`src/rtl/core/mrf_pkg.sv`:
```
package mrf_pkg;

  localparam int MAX_WORDS   = 4;
  localparam int DATA_FIELDS = 4;
  localparam int WORD_LIMIT  = (MAX_WORDS < DATA_FIELDS) ? MAX_WORDS : DATA_FIELDS;

  localparam int LEN_SHORT   = 6;
  localparam int LEN_WM_BASE = 7;
  localparam int FRAME_MAX   = LEN_WM_BASE + 2 * WORD_LIMIT + 2;
  localparam int IDX_W       = $clog2(FRAME_MAX + 1);
  localparam int DW_IDX_W    = (DATA_FIELDS > 1) ? $clog2(DATA_FIELDS) : 1;

  localparam int POS_ADDR    = 0;
  localparam int POS_FC      = 1;
  localparam int POS_REG_HI  = 2;
  localparam int POS_REG_LO  = 3;
  localparam int POS_QTY_HI  = 4;
  localparam int POS_QTY_LO  = 5;
  localparam int POS_BCOUNT  = 6;

  localparam logic [7:0]  FC_READ         = 8'h03;
  localparam logic [7:0]  FC_WRITE_SINGLE = 8'h06;
  localparam logic [7:0]  FC_WRITE_MULTI  = 8'h10;
  localparam logic [7:0]  READ_QTY        = 8'h02;
  localparam logic [15:0] CRC_INIT        = 16'hFFFF;
  localparam logic [15:0] CRC_POLY        = 16'hA001;

  typedef enum logic [1:0] {
    OP_READ         = 2'd0,
    OP_WRITE_SINGLE = 2'd1,
    OP_WRITE_MULTI  = 2'd2,
    OP_RESERVED     = 2'd3
  } op_t;

  typedef enum logic {
    ST_IDLE,
    ST_SEND
  } state_t;

  typedef struct packed {
    logic load;
    logic emit;
  } dp_cmd_t;

  typedef struct packed {
    logic slot_free;
    logic at_last;
  } dp_status_t;

  function automatic logic [15:0] crc_byte(input logic [15:0] crc, input logic [7:0] data);
    logic [15:0] c;
    c = crc ^ {8'h00, data};
    for (int b = 0; b < 8; b++) begin
      c = c[0] ? ((c >> 1) ^ CRC_POLY) : (c >> 1);
    end
    return c;
  endfunction

endpackage

```
`src/rtl/core/mrf_ctrl.sv`:
```
module mrf_ctrl (
  input  logic                 clk,
  input  logic                 rst_n,
  input  logic                 in_valid,
  input  logic [1:0]           in_opcode,
  output logic                 in_stall,
  output mrf_pkg::dp_cmd_t     cmd,
  input  mrf_pkg::dp_status_t  status
);

  mrf_pkg::state_t state_r, state_nxt;

  always_ff @(posedge clk) begin
    if (!rst_n) begin
      state_r <= mrf_pkg::ST_IDLE;
    end else begin
      state_r <= state_nxt;
    end
  end

  always_comb begin
    state_nxt = state_r;
    in_stall  = 1'b1;
    cmd       = '0;
    unique case (state_r)
      mrf_pkg::ST_IDLE: begin
        in_stall = 1'b0;
        if (in_valid && (mrf_pkg::op_t'(in_opcode) != mrf_pkg::OP_RESERVED)) begin
          cmd.load  = 1'b1;
          state_nxt = mrf_pkg::ST_SEND;
        end
      end
      mrf_pkg::ST_SEND: begin
        if (status.slot_free) begin
          cmd.emit = 1'b1;
          if (status.at_last) begin
            state_nxt = mrf_pkg::ST_IDLE;
          end
        end
      end
      default: state_nxt = mrf_pkg::ST_IDLE;
    endcase
  end

  a_send_stalls: assert property (@(posedge clk) disable iff (!rst_n)
    (state_r == mrf_pkg::ST_SEND) |-> in_stall)
    else $error("input taken while a frame is in progress");

  a_last_ends: assert property (@(posedge clk) disable iff (!rst_n)
    (cmd.emit && status.at_last) |=> (state_r == mrf_pkg::ST_IDLE))
    else $error("frame did not end after its last byte");

endmodule

```
`src/rtl/core/mrf_dp.sv`:
```
module mrf_dp (
  input  logic                 clk,
  input  logic                 rst_n,
  input  mrf_pkg::dp_cmd_t     cmd,
  output mrf_pkg::dp_status_t  status,
  input  logic [1:0]           in_opcode,
  input  logic [7:0]           in_slave_address,
  input  logic [15:0]          in_register_address,
  input  logic [2:0]           in_word_count,
  input  logic [15:0]          in_data_word_0,
  input  logic [15:0]          in_data_word_1,
  input  logic [15:0]          in_data_word_2,
  input  logic [15:0]          in_data_word_3,
  output logic                 out_valid,
  input  logic                 out_stall,
  output logic [7:0]           out_frame_byte,
  output logic                 out_last_byte
);

  mrf_pkg::op_t                 op_r;
  logic [7:0]                   addr_r;
  logic [15:0]                  reg_r;
  logic [2:0]                   cnt_r;
  logic [15:0]                  data_r [mrf_pkg::DATA_FIELDS];
  logic [mrf_pkg::IDX_W-1:0]    idx_r;
  logic [15:0]                  crc_r;
  logic                         out_valid_r;
  logic [7:0]                   out_byte_r;
  logic                         out_last_r;

  logic [2:0]                   cnt_sat;
  logic [mrf_pkg::IDX_W-1:0]    dlen;
  logic [mrf_pkg::IDX_W-1:0]    data_off;
  logic [mrf_pkg::DW_IDX_W-1:0] word_sel;
  logic [15:0]                  word;
  logic                         is_data;
  logic [7:0]                   fc;
  logic [7:0]                   byte_sel;

  assign cnt_sat = (in_word_count > 3'(mrf_pkg::WORD_LIMIT)) ?
                   3'(mrf_pkg::WORD_LIMIT) : in_word_count;

  always_comb begin
    if (op_r == mrf_pkg::OP_WRITE_MULTI) begin
      dlen = mrf_pkg::IDX_W'(mrf_pkg::LEN_WM_BASE) + mrf_pkg::IDX_W'({cnt_r, 1'b0});
    end else begin
      dlen = mrf_pkg::IDX_W'(mrf_pkg::LEN_SHORT);
    end
  end

  assign is_data  = (idx_r < dlen);
  assign data_off = idx_r - mrf_pkg::IDX_W'(mrf_pkg::LEN_WM_BASE);
  assign word_sel = data_off[mrf_pkg::DW_IDX_W:1];
  assign word     = data_r[word_sel];

  always_comb begin
    case (op_r)
      mrf_pkg::OP_READ:         fc = mrf_pkg::FC_READ;
      mrf_pkg::OP_WRITE_SINGLE: fc = mrf_pkg::FC_WRITE_SINGLE;
      default:                  fc = mrf_pkg::FC_WRITE_MULTI;
    endcase
  end

  always_comb begin
    if (!is_data) begin
      byte_sel = (idx_r == dlen) ? crc_r[7:0] : crc_r[15:8];
    end else if (idx_r == mrf_pkg::IDX_W'(mrf_pkg::POS_ADDR)) begin
      byte_sel = addr_r;
    end else if (idx_r == mrf_pkg::IDX_W'(mrf_pkg::POS_FC)) begin
      byte_sel = fc;
    end else if (idx_r == mrf_pkg::IDX_W'(mrf_pkg::POS_REG_HI)) begin
      byte_sel = reg_r[15:8];
    end else if (idx_r == mrf_pkg::IDX_W'(mrf_pkg::POS_REG_LO)) begin
      byte_sel = reg_r[7:0];
    end else if (op_r == mrf_pkg::OP_READ) begin
      byte_sel = (idx_r == mrf_pkg::IDX_W'(mrf_pkg::POS_QTY_HI)) ? 8'h00 : mrf_pkg::READ_QTY;
    end else if (op_r == mrf_pkg::OP_WRITE_SINGLE) begin
      byte_sel = (idx_r == mrf_pkg::IDX_W'(mrf_pkg::POS_QTY_HI)) ?
                 data_r[0][15:8] : data_r[0][7:0];
    end else if (idx_r == mrf_pkg::IDX_W'(mrf_pkg::POS_QTY_HI)) begin
      byte_sel = 8'h00;
    end else if (idx_r == mrf_pkg::IDX_W'(mrf_pkg::POS_QTY_LO)) begin
      byte_sel = 8'({5'b0, cnt_r});
    end else if (idx_r == mrf_pkg::IDX_W'(mrf_pkg::POS_BCOUNT)) begin
      byte_sel = 8'({4'b0, cnt_r, 1'b0});
    end else begin
      byte_sel = data_off[0] ? word[7:0] : word[15:8];
    end
  end

  assign status.slot_free = !out_valid_r || !out_stall;
  assign status.at_last   = (idx_r == dlen + mrf_pkg::IDX_W'(1));

  always_ff @(posedge clk) begin
    if (cmd.load) begin
      op_r      <= mrf_pkg::op_t'(in_opcode);
      addr_r    <= in_slave_address;
      reg_r     <= in_register_address;
      cnt_r     <= cnt_sat;
      data_r[0] <= in_data_word_0;
      data_r[1] <= in_data_word_1;
      data_r[2] <= in_data_word_2;
      data_r[3] <= in_data_word_3;
    end
  end

  always_ff @(posedge clk) begin
    if (cmd.load) begin
      idx_r <= '0;
      crc_r <= mrf_pkg::CRC_INIT;
    end else if (cmd.emit) begin
      idx_r <= idx_r + mrf_pkg::IDX_W'(1);
      if (is_data) begin
        crc_r <= mrf_pkg::crc_byte(crc_r, byte_sel);
      end
    end
  end

  always_ff @(posedge clk) begin
    if (cmd.emit) begin
      out_byte_r <= byte_sel;
      out_last_r <= status.at_last;
    end
  end

  always_ff @(posedge clk) begin
    if (!rst_n) begin
      out_valid_r <= 1'b0;
    end else if (cmd.emit) begin
      out_valid_r <= 1'b1;
    end else if (!out_stall) begin
      out_valid_r <= 1'b0;
    end
  end

  assign out_valid      = out_valid_r;
  assign out_frame_byte = out_byte_r;
  assign out_last_byte  = out_last_r;

  a_load_init: assert property (@(posedge clk) disable iff (!rst_n)
    cmd.load |=> (idx_r == '0 && crc_r == mrf_pkg::CRC_INIT))
    else $error("frame counter or crc not initialized on load");

  a_emit_free: assert property (@(posedge clk) disable iff (!rst_n)
    cmd.emit |-> status.slot_free)
    else $error("byte emitted over an untaken output beat");

  a_idx_range: assert property (@(posedge clk) disable iff (!rst_n)
    cmd.emit |-> (idx_r <= dlen + mrf_pkg::IDX_W'(1)))
    else $error("byte index ran past the frame");

endmodule

```
`src/rtl/core/modbus_rtu_request_framer.sv`:
```
// Modbus RTU request framer: one accepted request beat yields a frame of 8 bytes
// (read, write single) or 9 + 2 * word count bytes (write multiple, at most 17),
// one byte per output beat, with out_last_byte set on the CRC high byte. Bytes
// leave one per cycle while out_stall is low, and the next request is taken once
// the last byte sits in the output register. The single byte-wide output
// register and the bytewise CRC-16 update set that rate. A request with the
// reserved opcode is taken and produces no bytes. Word counts above the limit
// are saturated.
module modbus_rtu_request_framer (
  input  logic        clk,
  input  logic        rst_n,
  input  logic        in_valid,
  output logic        in_stall,
  input  logic [1:0]  in_opcode,
  input  logic [7:0]  in_slave_address,
  input  logic [15:0] in_register_address,
  input  logic [2:0]  in_word_count,
  input  logic [15:0] in_data_word_0,
  input  logic [15:0] in_data_word_1,
  input  logic [15:0] in_data_word_2,
  input  logic [15:0] in_data_word_3,
  output logic        out_valid,
  input  logic        out_stall,
  output logic [7:0]  out_frame_byte,
  output logic        out_last_byte
);

  mrf_pkg::dp_cmd_t    cmd;
  mrf_pkg::dp_status_t status;

  mrf_ctrl u_ctrl (
    .clk       (clk),
    .rst_n     (rst_n),
    .in_valid  (in_valid),
    .in_opcode (in_opcode),
    .in_stall  (in_stall),
    .cmd       (cmd),
    .status    (status)
  );

  mrf_dp u_dp (
    .clk                 (clk),
    .rst_n               (rst_n),
    .cmd                 (cmd),
    .status              (status),
    .in_opcode           (in_opcode),
    .in_slave_address    (in_slave_address),
    .in_register_address (in_register_address),
    .in_word_count       (in_word_count),
    .in_data_word_0      (in_data_word_0),
    .in_data_word_1      (in_data_word_1),
    .in_data_word_2      (in_data_word_2),
    .in_data_word_3      (in_data_word_3),
    .out_valid           (out_valid),
    .out_stall           (out_stall),
    .out_frame_byte      (out_frame_byte),
    .out_last_byte       (out_last_byte)
  );

endmodule
```
`config.mk`:
```
export PLATFORM = sky130hd
export DESIGN_NAME = modbus_rtu_request_framer
export DESIGN_NICKNAME = d
export VERILOG_FILES = /design/src/rtl/core/mrf_pkg.sv /design/src/rtl/core/mrf_ctrl.sv /design/src/rtl/core/mrf_dp.sv /design/src/rtl/core/modbus_rtu_request_framer.sv
export SDC_FILE = /design/constraint.sdc
export NUM_CORES = 1
export LEC_CHECK = 0
export BUFFER_PORTS_ARGS = -buffer_cell sky130_fd_sc_hd__buf_2
export CAP_MARGIN = 20
export CELL_PAD_IN_SITES_DETAIL_PLACEMENT = 0
export CELL_PAD_IN_SITES_GLOBAL_PLACEMENT = 2
export CORE_MARGIN = 2
export CORE_UTILIZATION = 34
export CTS_CLUSTER_SIZE = 24
export DETAILED_ROUTE_END_ITERATION = 10
export PLACE_DENSITY_LB_ADDON = 0.1
export REMOVE_ABC_BUFFERS = 1
export SYNTH_ARGS = -nofsm -noshare
export SYNTH_HDL_FRONTEND = slang
export SYNTH_SLANG_ARGS = --single-unit
```
`constraint.sdc`:
```
create_clock -name clk -period 4.8 [get_ports clk]
set_input_delay 1.44 -clock clk [delete_from_list [all_inputs] [get_ports clk]]
set_output_delay 1.44 -clock clk [all_outputs]
set_load 0.005 [all_outputs]
```
Word level (Yosys, flattened, before mapping)
Memory sizes are Yosys's and may differ from the RTL's.
Index checks and enable logic that the tools add are counted.

cells by class
  add/sub/neg operators = 4
  magnitude comparators = 2
  equal/unequal tests = 12
  mux-type cells = 36
  bitwise logic cells = 10
  reduce and logical (&&, ||, !) cells = 7

operator list
  kind                   count
  $mux W16               8
  $mux W8                13
  $not A2 Y3             8
  $xor A16 B8 Y16        1
  $eq A5 B3 Y1 const B   3
  $mux W1                11
  $add A5 B1 Y5 const B  2
  $eq A5 B2 Y1 const B   2
  $eq A5 B5 Y1           2
  $pmux W5 S2            1
  $add A3 B4 Y5 const A  1
  $eq A5 B1 Y1 const B   1
  $logic_not A5 Y1       1
  $lt A5 B5 Y1           1
  $mux W5                1
  $gt A3 B3 Y1 const B   1
  $sub A3 B3 Y3 const B  1
  $eq A2 B1 Y1 const B   1
  $eq A2 B2 Y1 const B   1
  $logic_not A1 Y1       2
  $logic_not A2 Y1       1
  $mux W2                1
  $ne A2 B1 Y1 const B   1
  $ne A2 B2 Y1 const B   1
  other kinds (5)        5

word-level totals
  register bits = 61
  RAM bits = 64
  input bits = 97
  memories kept = 1

memories
  name         words  bits a word  read ports  clocked after Yosys merged registers in  wr ports  RTL line      source
  u_dp.data_r  4      16           2           0                                        4         mrf_dp.sv:24  logic [15:0] data_r [mrf_pkg::DATA_FIELDS];

Longest topological paths before layout
An unclocked memory read counts as a cell.

  depth in word-level cells = 30
  mapped depth = 17
  gate-level depth less buffers = 15

Modules after synthesis
From an unflattened synthesis, not the netlist that was laid out.

second synthesis, totals
  cell total of the unflattened synthesis = 517
  area total of the unflattened synthesis = 6139.6 um^2

by module, submodules not included
  module    instances  cells each  area each (um^2)  sequential area each (um^2)
  mrf_dp    1          511         6080.8            3503.4
  mrf_ctrl  1          6           58.8              20.0

Worst setup path after synthesis
OpenSTA, ideal clock, no wires.

  kind = input -> register
  from = in in_valid
  to = reg u_dp.addr_r[0] (enable)
  setup time = 0.992 ns
  arrival = 3.549 ns
  required time = 3.808 ns
  path slack = 0.259 ns
  stages = 3
  buffers on the path = 0
  cells stage by stage = a21boi_0 -> nand2b_1 -> clkinv_1

RTL lines
  what                  RTL line                         source
  from (decl)           modbus_rtu_request_framer.sv:12  input logic in_valid,
  to (signal assigned)  mrf_dp.sv:97                     addr_r <= in_slave_address;
  to (decl)             mrf_dp.sv:21                     logic [7:0] addr_r;

Final worst setup path
  from = reg u_dp.idx_r[0] (netlist bit)
  to = reg u_dp.crc_r[15]

on the way
  elaborated cells on any way between the ends = 42

RTL lines
  what                                                     RTL line       source
  from (decl)                                              mrf_dp.sv:25   logic [mrf_pkg::IDX_W-1:0] idx_r;
  from (signal assigned)                                   mrf_dp.sv:112  idx_r <= idx_r + mrf_pkg::IDX_W'(1);
  $sub A3 B3 Y3 (*)                                        mrf_dp.sv:52   assign data_off = idx_r - mrf_pkg::IDX_W'(mrf_pkg::LEN_WM_BASE);
  via u_dp.data_off, one bit                               mrf_dp.sv:33   logic [mrf_pkg::IDX_W-1:0] data_off;
  $mux W8 (*)                                              mrf_dp.sv:87   byte_sel = data_off[0] ? word[7:0] : word[15:8];
  $mux W8 (*)                                              mrf_dp.sv:84   end else if (idx_r == mrf_pkg::IDX_W'(mrf_pkg::POS_BCOUNT)) begin
  $mux W8 (*)                                              mrf_dp.sv:82   end else if (idx_r == mrf_pkg::IDX_W'(mrf_pkg::POS_QTY_LO)) begin
  $mux W8 (*)                                              mrf_dp.sv:80   end else if (idx_r == mrf_pkg::IDX_W'(mrf_pkg::POS_QTY_HI)) begin
  $mux W8 (*)                                              mrf_dp.sv:77   end else if (op_r == mrf_pkg::OP_WRITE_SINGLE) begin
  $mux W8 (*)                                              mrf_dp.sv:75   end else if (op_r == mrf_pkg::OP_READ) begin
  $mux W8 (*)                                              mrf_dp.sv:73   end else if (idx_r == mrf_pkg::IDX_W'(mrf_pkg::POS_REG_LO)) begin
  $mux W8 (*)                                              mrf_dp.sv:71   end else if (idx_r == mrf_pkg::IDX_W'(mrf_pkg::POS_REG_HI)) begin
  $mux W8 (*)                                              mrf_dp.sv:69   end else if (idx_r == mrf_pkg::IDX_W'(mrf_pkg::POS_FC)) begin
  $mux W8 (*)                                              mrf_dp.sv:67   end else if (idx_r == mrf_pkg::IDX_W'(mrf_pkg::POS_ADDR)) begin
  $mux W8 (*)                                              mrf_dp.sv:65   if (!is_data) begin
  $xor A16 B8 Y16 (*)                                      mrf_pkg.sv:52  c = crc ^ {8'h00, data};
  $mux W16 (*) (6 in a row)                                mrf_pkg.sv:54  c = c[0] ? ((c >> 1) ^ CRC_POLY) : (c >> 1);
  $not A2 Y3 (no source line) or $mux W16 (tied branches)  --
  $mux W16 (*) (2 in a row)                                mrf_pkg.sv:54
  to (signal assigned)                                     mrf_dp.sv:110  crc_r <= mrf_pkg::CRC_INIT;
  to (signal assigned)                                     mrf_dp.sv:114  crc_r <= mrf_pkg::crc_byte(crc_r, byte_sel);
  to (decl)                                                mrf_dp.sv:26   logic [15:0] crc_r;

The timed path passes the listed nets; every way through them passes the cells marked *.
A chain may end at the register's enable or synchronous reset.

==> run metrics <==
RSZ-0062 raised after global routing=false; cells taking the most area after synthesis=edfxtp_1, dfxtp_1, nand2_1; Antenna diodes=0; global route overflow=0; total CTS buffers=17; Longest Clk Path Bufs=2; Hold-fix buffers, CTS=0; final setup margin=approximately 0.46 ns; Placer Congestion=~0.81; leading area contributor after synthesis=edfxtp_1; sequential element share of the synthesized area=57.72%; WL/cell=slightly below 20 um; drt initial violations=between 150 and 200; starting density of the core=about a third; hold crit path type=reg2reg; initial antenna violation count=0; share of cells above drive strength 1=between 20 and 30%; Ys Warns=0; Placement Cell Area=around 6900 um2; pre-CTS WS=0.4312 ns; Fin Hold WS=between 0.5 and 0.6 ns; H-tree level count=4; CTS tree=built; final instance area=about 7500 um2; Resize count post-CTS=0; Syn Inst Count=approximately 500; Max Freq=around 0.23 GHz; status=finished clean; row cnt=48; Tot Pwr=~4.1 mW; DIE HEIGHT=138.0 um; pin count of the biggest net entering global routing=34; kind of critical path=reg2reg; vias in the first global route=4384; non-filler cells, final=between 800 and 900; Final Hold Fails=0; Cells after DPL=820; Post-CTS Repair Setup Buffers=0; Critical Path RT=about 5 ns; worst-skew pair later-pin latency=around 0.42 ns; drt drc=0; via count=roughly 4400; Slew Limit Fails=0; # port buffers=around 110; Core Util, Final=approximately 43%; Final min period=around 4.3 ns; slew margin rel.=31.32%; Post-DP HPWL=11960 um; Yosys top cell area share=50.17%; worst slew pin tran=about 1.0 ns; core outline area=approximately 17000 um2; CTS clk-pin slew, worst paths=approximately 0.06 ns; Async SR Flop Fraction=0%; post-synthesis sequential element count=125; Via density=5.167; Startpoint Class=flip-flop; Distinct cells, synth=68; # nets final=~720; Max Cap Violations=0; Setup violations, final=0; drt pass-1 iters=4; global-route wire length before repair=about 25000 um; worst vdd ir=349.1 uV; ANT nets after route=0; PD cells=548.2 nW/um2; total track usage=between 15 and 20%; Routed WL=16320 um; CP Capture Type=flip-flop; most common cell in the netlist=edfxtp_1; leakage=roughly 2.8 nW; ys flop type=edfxtp_1; CP Data Arrival Time=~4.6 ns; Sink Count=between 100 and 150; CTS root buf=clkbuf_16; Final Cycle Share=roughly nine tenths; I/O pin cnt=around 110; P&R area growth vs syn=22.44%; top cells by count, synth=edfxtp_1, nand2_1, dfxtp_1, mux2i_1; Clock Skews=about 0.0064 ns; syn_area_per_cell=12.14 um2; DIE WIDTH=about 140 um; TNS Setup=0 ns; crit path max fanout=13; cell area after synthesis=about 6000 um2; die area=~19000 um2; EDFF count, synth=102
## area by class of cell
| type | count | area (um2) |
|---|---|---|
| timing repair buffer | 123 | 655.6 |
| clock buffer | 18 | 429.2 |
| tap | 225 | 281.5 |
| clock inverter | 12 | 141.4 |
| inverter | 11 | 42.54 |
| multi-input combinational | 336 | 2401 |
| sequential | 125 | 3523 |
| fill | 1663 | 9942 |
## path summary, 6_finish.rpt
kind	from	endpoint	slack, ns	cells after the start
worst max register to register	u_dp.idx_r[0]$_SDFFE_PP0P_	u_dp.crc_r[15]$_SDFFE_PP1P_	0.46	12
worst min register to register	u_dp.crc_r[6]$_SDFFE_PP1P_	u_dp.crc_r[6]$_SDFFE_PP1P_	0.53	2
worst max-delay path	u_dp.idx_r[0]$_SDFFE_PP0P_	u_dp.crc_r[15]$_SDFFE_PP1P_	0.46	12
worst min-delay path	u_dp.crc_r[6]$_SDFFE_PP1P_	u_dp.crc_r[6]$_SDFFE_PP1P_	0.53	2
## cells by family after synthesis
family	synth area share, %
xor gates and xnor gates	4.468
AOI/OAI and AO/OA	13.98
and+or+nand+nor	12.01
DFF	57.72
adders and majority gates	2.050
buffers and inverters	3.054
muxes	6.723
## layout by cell type (no fill, tap or decap), types with 5 or more instances in the layout
cell,n
dfxtp_1,23
nor3_1,7
nand2_1,68
inv_1,10
o31ai_1,6
clkbuf_16,17
nor2b_1,8
o211ai_1,11
ha_1,10
nand3_1,13
buf_4,16
nor2_1,19
o21ai_0,16
xor2_1,11
mux4_2,8
nor3b_1,5
a31oi_1,14
a32oi_1,6
a21oi_1,18
mux2i_1,23
xnor2_1,12
o2bb2ai_1,6
edfxtp_1,102
buf_2,107
clkinv_4,5
## worst max-delay path, cell delays in order, from the launching register on
cell and delay, ns:
dfxtp_1 0.59, inv_1 0.27, ha_1 0.75, mux4_2 0.59
a211oi_1 0.24, o41ai_1 0.15, and2_4 0.20, o32ai_4 0.32
xor2_2 0.23, xnor3_1 0.40, xnor2_2 0.17, xnor2_1 0.20
o21ai_1 0.07
## layer usage
metal	GRT usage, %	vias up	share of wire (%)
met5	0	-	0
met4	7.200	0	1.4
met3	4.313	20	4.6
met2	28.91	110	48
met1	24.07	2115	46
li1	-	2147	-
## report_power, final
group          leakage (nW)  internal [mW]  switching, mW  total [mW]
combinational          1.42          0.652          0.766        1.42
clock                 0.273          0.763          0.490        1.25
sequential             1.15           1.32          0.111        1.43
total                  2.85           2.73           1.37        4.10
## flip-flops by register name, indices dropped and copies added (netlist names)
signal,count
u_dp.data_r,64
u_dp.crc_r,16
u_dp.reg_r,16
u_dp.addr_r,8
u_dp.out_frame_byte,8
u_dp.idx_r,5
u_dp.cnt_r,3
u_dp.op_r,2
u_ctrl.state_r,1
u_dp.out_last_byte,1
u_dp.out_valid,1
No activity file was read; power rests on OpenSTA's default activity.
